<file path="src/hw/rtl/wtsc_pkg.sv">
`timescale 1ns / 1ps
`default_nettype none

package wtsc_pkg;

    localparam int MAX_COLUMNS_DEF   = 1024;
    localparam int ELEMENT_WIDTH_DEF = 16;

    localparam int TARGET_W = 18;
    localparam int ROW_W    = 16;
    localparam int COL_W    = 11;
    localparam int TOTAL_W  = 32;
    localparam int CFG_IDX_W  = 2;
    localparam int CFG_DATA_W = 18;

    localparam logic signed [TARGET_W-1:0] TARGET_RST = 18'sd10;
    localparam logic [ROW_W-1:0]           ROWS_RST   = 16'd3;
    localparam logic [COL_W-1:0]           COLS_RST   = 11'd3;

    typedef enum logic [CFG_IDX_W-1:0] {
        CFG_TARGET = 2'd0,
        CFG_ROWS   = 2'd1,
        CFG_COLS   = 2'd2
    } t_cfg_idx;

    typedef struct packed {
        logic col_ge2;
        logic row_ge2;
        logic anti_ok;
        logic frame_end;
    } t_item_ctl;

endpackage

`default_nettype wire

</file>
<file path="src/hw/rtl/wtsc_window_match.sv">
`timescale 1ns / 1ps
`default_nettype none

module wtsc_window_match
    import wtsc_pkg::*;
#(
    parameter int EW = ELEMENT_WIDTH_DEF
) (
    input  wire logic                       i_clk,
    input  wire logic                       i_rst_n,
    input  wire logic                       i_advance,
    input  wire logic signed [EW-1:0]       i_x,
    input  wire logic signed [EW-1:0]       i_up1,
    input  wire logic signed [EW-1:0]       i_up2,
    input  wire logic signed [EW-1:0]       i_anti1,
    input  wire logic signed [EW-1:0]       i_anti2,
    input  wire t_item_ctl                  i_ctl,
    input  wire logic signed [TARGET_W-1:0] i_target,
    output logic             [TOTAL_W-1:0]  o_total,
    output logic                            o_sat
);

    localparam int SW = (EW + 2 > TARGET_W) ? EW + 2 : TARGET_W;

    // 0/1 current row, 2/3 row above, 4/5 two rows above; even = c-1, odd = c-2
    logic signed [EW-1:0] r_win [0:5];
    logic [TOTAL_W-1:0]   r_total;
    logic                 r_sat;

    logic signed [SW-1:0] tgt;
    logic signed [SW-1:0] sum_h;
    logic signed [SW-1:0] sum_v;
    logic signed [SW-1:0] sum_d;
    logic signed [SW-1:0] sum_a;
    logic [2:0]           hits;
    logic [TOTAL_W:0]     sum_total;
    logic [TOTAL_W-1:0]   n_total;
    logic                 n_sat;

    always_comb begin
        tgt   = SW'(i_target);
        sum_h = SW'(i_x) + SW'(r_win[0]) + SW'(r_win[1]);
        sum_v = SW'(i_x) + SW'(i_up1) + SW'(i_up2);
        sum_d = SW'(i_x) + SW'(r_win[2]) + SW'(r_win[5]);
        sum_a = SW'(i_x) + SW'(i_anti1) + SW'(i_anti2);
        hits  = 3'(i_ctl.col_ge2 && (sum_h == tgt))
              + 3'(i_ctl.row_ge2 && (sum_v == tgt))
              + 3'(i_ctl.row_ge2 && i_ctl.col_ge2 && (sum_d == tgt))
              + 3'(i_ctl.anti_ok && (sum_a == tgt));
        sum_total = {1'b0, r_total} + (TOTAL_W + 1)'(hits);
        if (sum_total[TOTAL_W]) begin
            n_total = '1;
            n_sat   = 1'b1;
        end else begin
            n_total = sum_total[TOTAL_W-1:0];
            n_sat   = r_sat;
        end
    end

    always_ff @(posedge i_clk) begin
        if (i_advance) begin
            r_win[1] <= r_win[0];
            r_win[0] <= i_x;
            r_win[3] <= r_win[2];
            r_win[2] <= i_up1;
            r_win[5] <= r_win[4];
            r_win[4] <= i_up2;
        end
    end

    always_ff @(posedge i_clk) begin
        if (!i_rst_n) begin
            r_total <= '0;
            r_sat   <= 1'b0;
        end else if (i_advance) begin
            if (i_ctl.frame_end) begin
                r_total <= '0;
                r_sat   <= 1'b0;
            end else begin
                r_total <= n_total;
                r_sat   <= n_sat;
            end
        end
    end

    assign o_total = n_total;
    assign o_sat   = n_sat;

endmodule

`default_nettype wire

</file>
<file path="config.mk">
export PLATFORM = sky130hd
export DESIGN_NAME = wtsc_window_match
export DESIGN_NICKNAME = d
export VERILOG_FILES = /design/src/hw/rtl/wtsc_pkg.sv /design/src/hw/rtl/wtsc_window_match.sv
export SDC_FILE = /design/constraint.sdc
export NUM_CORES = 1
export LEC_CHECK = 0
export BUFFER_PORTS_ARGS = -buffer_cell sky130_fd_sc_hd__buf_2
export CAP_MARGIN = 30
export CORE_ASPECT_RATIO = 2
export CORE_MARGIN = 2
export CORE_UTILIZATION = 60
export CTS_CLUSTER_DIAMETER = 40
export DETAILED_ROUTE_END_ITERATION = 10
export PLACE_DENSITY = 0.83
export RECOVER_POWER = 25
export SYNTH_ARGS = -nofsm -noshare
export SYNTH_HDL_FRONTEND = slang
export SYNTH_SLANG_ARGS = --single-unit
</file>
<file path="constraint.sdc">
create_clock -name i_clk -period 8 [get_ports i_clk]
set_clock_uncertainty 0.15 [all_clocks]
set_input_delay 0 -clock i_clk [delete_from_list [all_inputs] [get_ports i_clk]]
set_output_delay 0 -clock i_clk [all_outputs]
set_load 0.03 [all_outputs]
</file>
==> results.py <==
metrics = {
    "outcome": {
        "status": "finished, final reports clean",
    },
    "hold_path": {
        "hold_class": "input pin to register",
        "hold_path.startpoint": "i_up2[9]",
    },
    "cells_and_area": {
        "diodes": 0,
        "nets": 1421,
        "area_growth_pct": 19.1,
        "instances_no_fill": 1400,
        "drive_gt1_share_pct": 13.0,
        "filler_cell_count": 1203,
    },
    "timing": {
        "setup_viol_count_final": 0,
        "hold_viol": 0,
        "fmax_mhz": 134,
        "tightest_slew_ns": 0.844,
        "setup_tns_ns": 0,
        "drv_slew": 0,
        "timing.final.crit_share_pct": 93.2,
        "holdWs_ns": 0.202,
        "maxSlewHeadroom_pct": 43.3,
        "period_needed_ns": 7.46,
        "rsz0062_at_grt": "no",
    },
    "worst_setup_path": {
        "rr_startpoint": "r_win[0][1]$_DFFE_PP_",
        "cp_data_required_time_ns": 7.85,
        "cp-start-kind": "register",
        "max_stage_delay_ns": 0.58,
        "cp_max_fo": 25,
        "critPathTopFamily": "simple AND/OR/NAND/NOR gates",
        "cp.arrival_ns": 7.31,
        "cpMostUsedCell": "fa_1",
        "path_buf_inv": 6,
        "end_kind": "primary output",
        "critPathSlowestCell": "or4b_1",
        "startpoint": "r_win[0][1]$_DFFE_PP_",
        "crit_type": "register to primary output",
    },
    "synthesis": {
        "synthAdderAreaFrac_pct": 22.3,
        "synth_mux_area_share_pct": 0.922,
        "synth_top_family_by_area": "adder cells",
        "yosys.area_share.simple_pct": 14.7,
        "synth_xor_area_share_pct": 10.0,
        "synth_nets": 1245,
        "synth_warnings": 0,
        "synth.largest_area_cell": "edfxtp_1",
        "synth-compound-area-share_pct": 18.7,
        "synth_top_cell_area_share_pct": 23.9,
        "syn_area_um2": 10000,
        "synth-seq-area-share_pct": 30.5,
        "synth_area_leaders": "edfxtp_1 24%, fa_1 14%, ha_1 8.1%, xnor2_1 7.0%, dfxtp_1 6.6%",
        "avgSynthCellArea_um2": 10.0,
        "synth_edf_count": 80,
        "synthArstFlopShare_pct": 0,
        "synth-main-ff-cell": "edfxtp_1",
        "synthTopCellsByCount": "80 x edfxtp_1, 80 x xnor2_1, 73 x a21oi_1",
        "synthCells": 1004,
        "yosysUniqueCellTypes": 80,
        "synth-seq-cells": 113,
    },
    "floorplanning": {
        "die_w_um": 95.5,
        "ios": 138,
        "coreArea_um2": 16600,
        "rows": 67,
        "die_height_um": 187,
        "initial_core_util_pct": 60.5,
        "dieArea_um2": 17900,
    },
    "clock_tree": {
        "path_clk_slew_ns": 0.06,
        "cts_tree": "yes",
        "post_cts_buffers": 0,
        "cts_buffers": 17,
        "clkSinkCount": 113,
        "worstSkewPairLatency_ns": 0.43,
        "clk_path_buf_depth": 2,
        "clockRootBuffer": "clkbuf_16",
        "htree_levels": 4,
    },
    "grt": {
        "grt_start_max_net_pins": 81,
        "grt_pass1_vias": 8987,
        "grt_pass1_wl_um": 45400,
        "antenna_found_initial": 0,
        "grt.total_usage_pct": 32.9,
        "gr-total-overflow": 0,
    },
    "routing": {
        "vias": 8900,
        "drc": 0,
        "first_iter_violations": 652,
        "drt_wl_total_um": 28700,
        "first_pass_iters": 5,
        "vias_per_cell": 6.36,
        "postRouteAntennaNets": 0,
        "wire_per_inst_um": 20.5,
    },
    "pwr": {
        "p_leak_nw": 4.94,
        "p_per_area_nw_per_um2": 215,
        "peakVddDrop_mv": 0.199,
    },
    "place": {
        "gp_congestion": 0.980,
        "hpwlAfterDp_um": 21200,
        "dp.cells": 1314,
        "io_buffers": 137,
    },
    "job": {
        "maxCapViolations": 0,
    },
}
==> repair_timing <==
action,4_1_cts,5_1_grt
gates resized for setup,0,1
endpoints found under the hold margin,63,0
endpoints found under the setup margin,0,4
hold buffers,53,0
==> cells by family after synthesis <==
kind of cell | count (synthesis)
buf+inv | 71
flops | 113
fa+ha+maj | 136
simple gates | 284
mux | 9
xor+xnor | 115
compound gates | 276
==> stage by stage <==
stage                     instance area, um2  worst slack [ns]  power [W]  util, %
after floorplan                        10000              1.45    0.00146        -
after global placement                 10800              1.02    0.00171     65.3
after detailed placement               10900             0.951    0.00174     65.4
after CTS                              12000             0.597    0.00255     72.2
after global routing                   12000            0.0760    0.00270     72.1
final                                  12000             0.542    0.00257     72.1
==> cell type report <==
cell class | count | area, um2 | area share (%)
inverter | 33 | 124 | 1.04
sequential | 113 | 3060 | 25.6
timing repair buffer | 195 | 1220 | 10.2
clock buffer | 17 | 425 | 3.56
tap | 207 | 259 | 2.17
multi-input combinational | 820 | 6690 | 56.0
clock inverter | 15 | 173 | 1.44
==> worst reg2reg max path, stage by stage, from the launching register on <==
cell           delay (ns)
edfxtp_1             0.38
inv_1                0.09
fa_1                 0.41
inv_1                0.06
ha_1                 0.15
inv_1                0.05
fa_1                 0.41
nand2b_1             0.20
a21oi_1              0.24
o21ai_1              0.27
a21oi_1              0.20
nand3_1              0.09
or4b_1               0.58
nor4_1               0.31
nand4_1              0.21
fa_1                 0.54
inv_1                0.05
fa_1                 0.46
fa_1                 0.50
and4_1               0.32
nand2_1              0.18
or3_1                0.15
or2_2                0.40
a21oi_1              0.11
o21ai_0              0.15
a21oi_1              0.05
dlygate4sd3_1        0.56
==> placed cells by master (no fill, tap or decap), types with 31 or more instances in the layout <==
master and instances:
o21ai_0 46, nor2_1 51, nand2_1 70, fa_1 71, xnor2_1 80, ha_1 65
nand3_1 34, clkbuf_1 46, edfxtp_1 80, buf_2 90, dlygate4sd3_1 53, inv_1 31
dfxtp_1 33, xor2_1 35, a21oi_1 72
==> worst paths after layout <==
kind,to,cells past startpoint,slack (ns)
min reg2reg,r_win[5][4]$_DFFE_PP_,0,0.27
max,o_total[14],25,0.54
max reg2reg,r_total[11]$_SDFFE_PN0P_,26,0.60
min,r_win[4][9]$_DFFE_PP_,2,0.20
==> power by group <==
part	switching, W	internal, W	leakage [nW]
registers	0.0000157	0.000663	1.05
logic	0.000644	0.000461	3.61
clock network	0.000320	0.000467	0.284
==> flip-flops by register name, summed over array words and instances (netlist names) <==
name and cells:
r_sat 1, r_win 80, r_total 32
==> routing by layer <==
metal | wire length, um | track usage, % | vias up | part of all wire, %
met5 | 0 | 0 | - | 0
met4 | 1710 | 18.7 | 0 | 6.0
met3 | 1820 | 5.36 | 93 | 6.4
met2 | 14100 | 53.4 | 434 | 49
met1 | 11000 | 41.0 | 4275 | 38
li1 | - | - | 4098 | -
(Power assumes the default switching activity.)
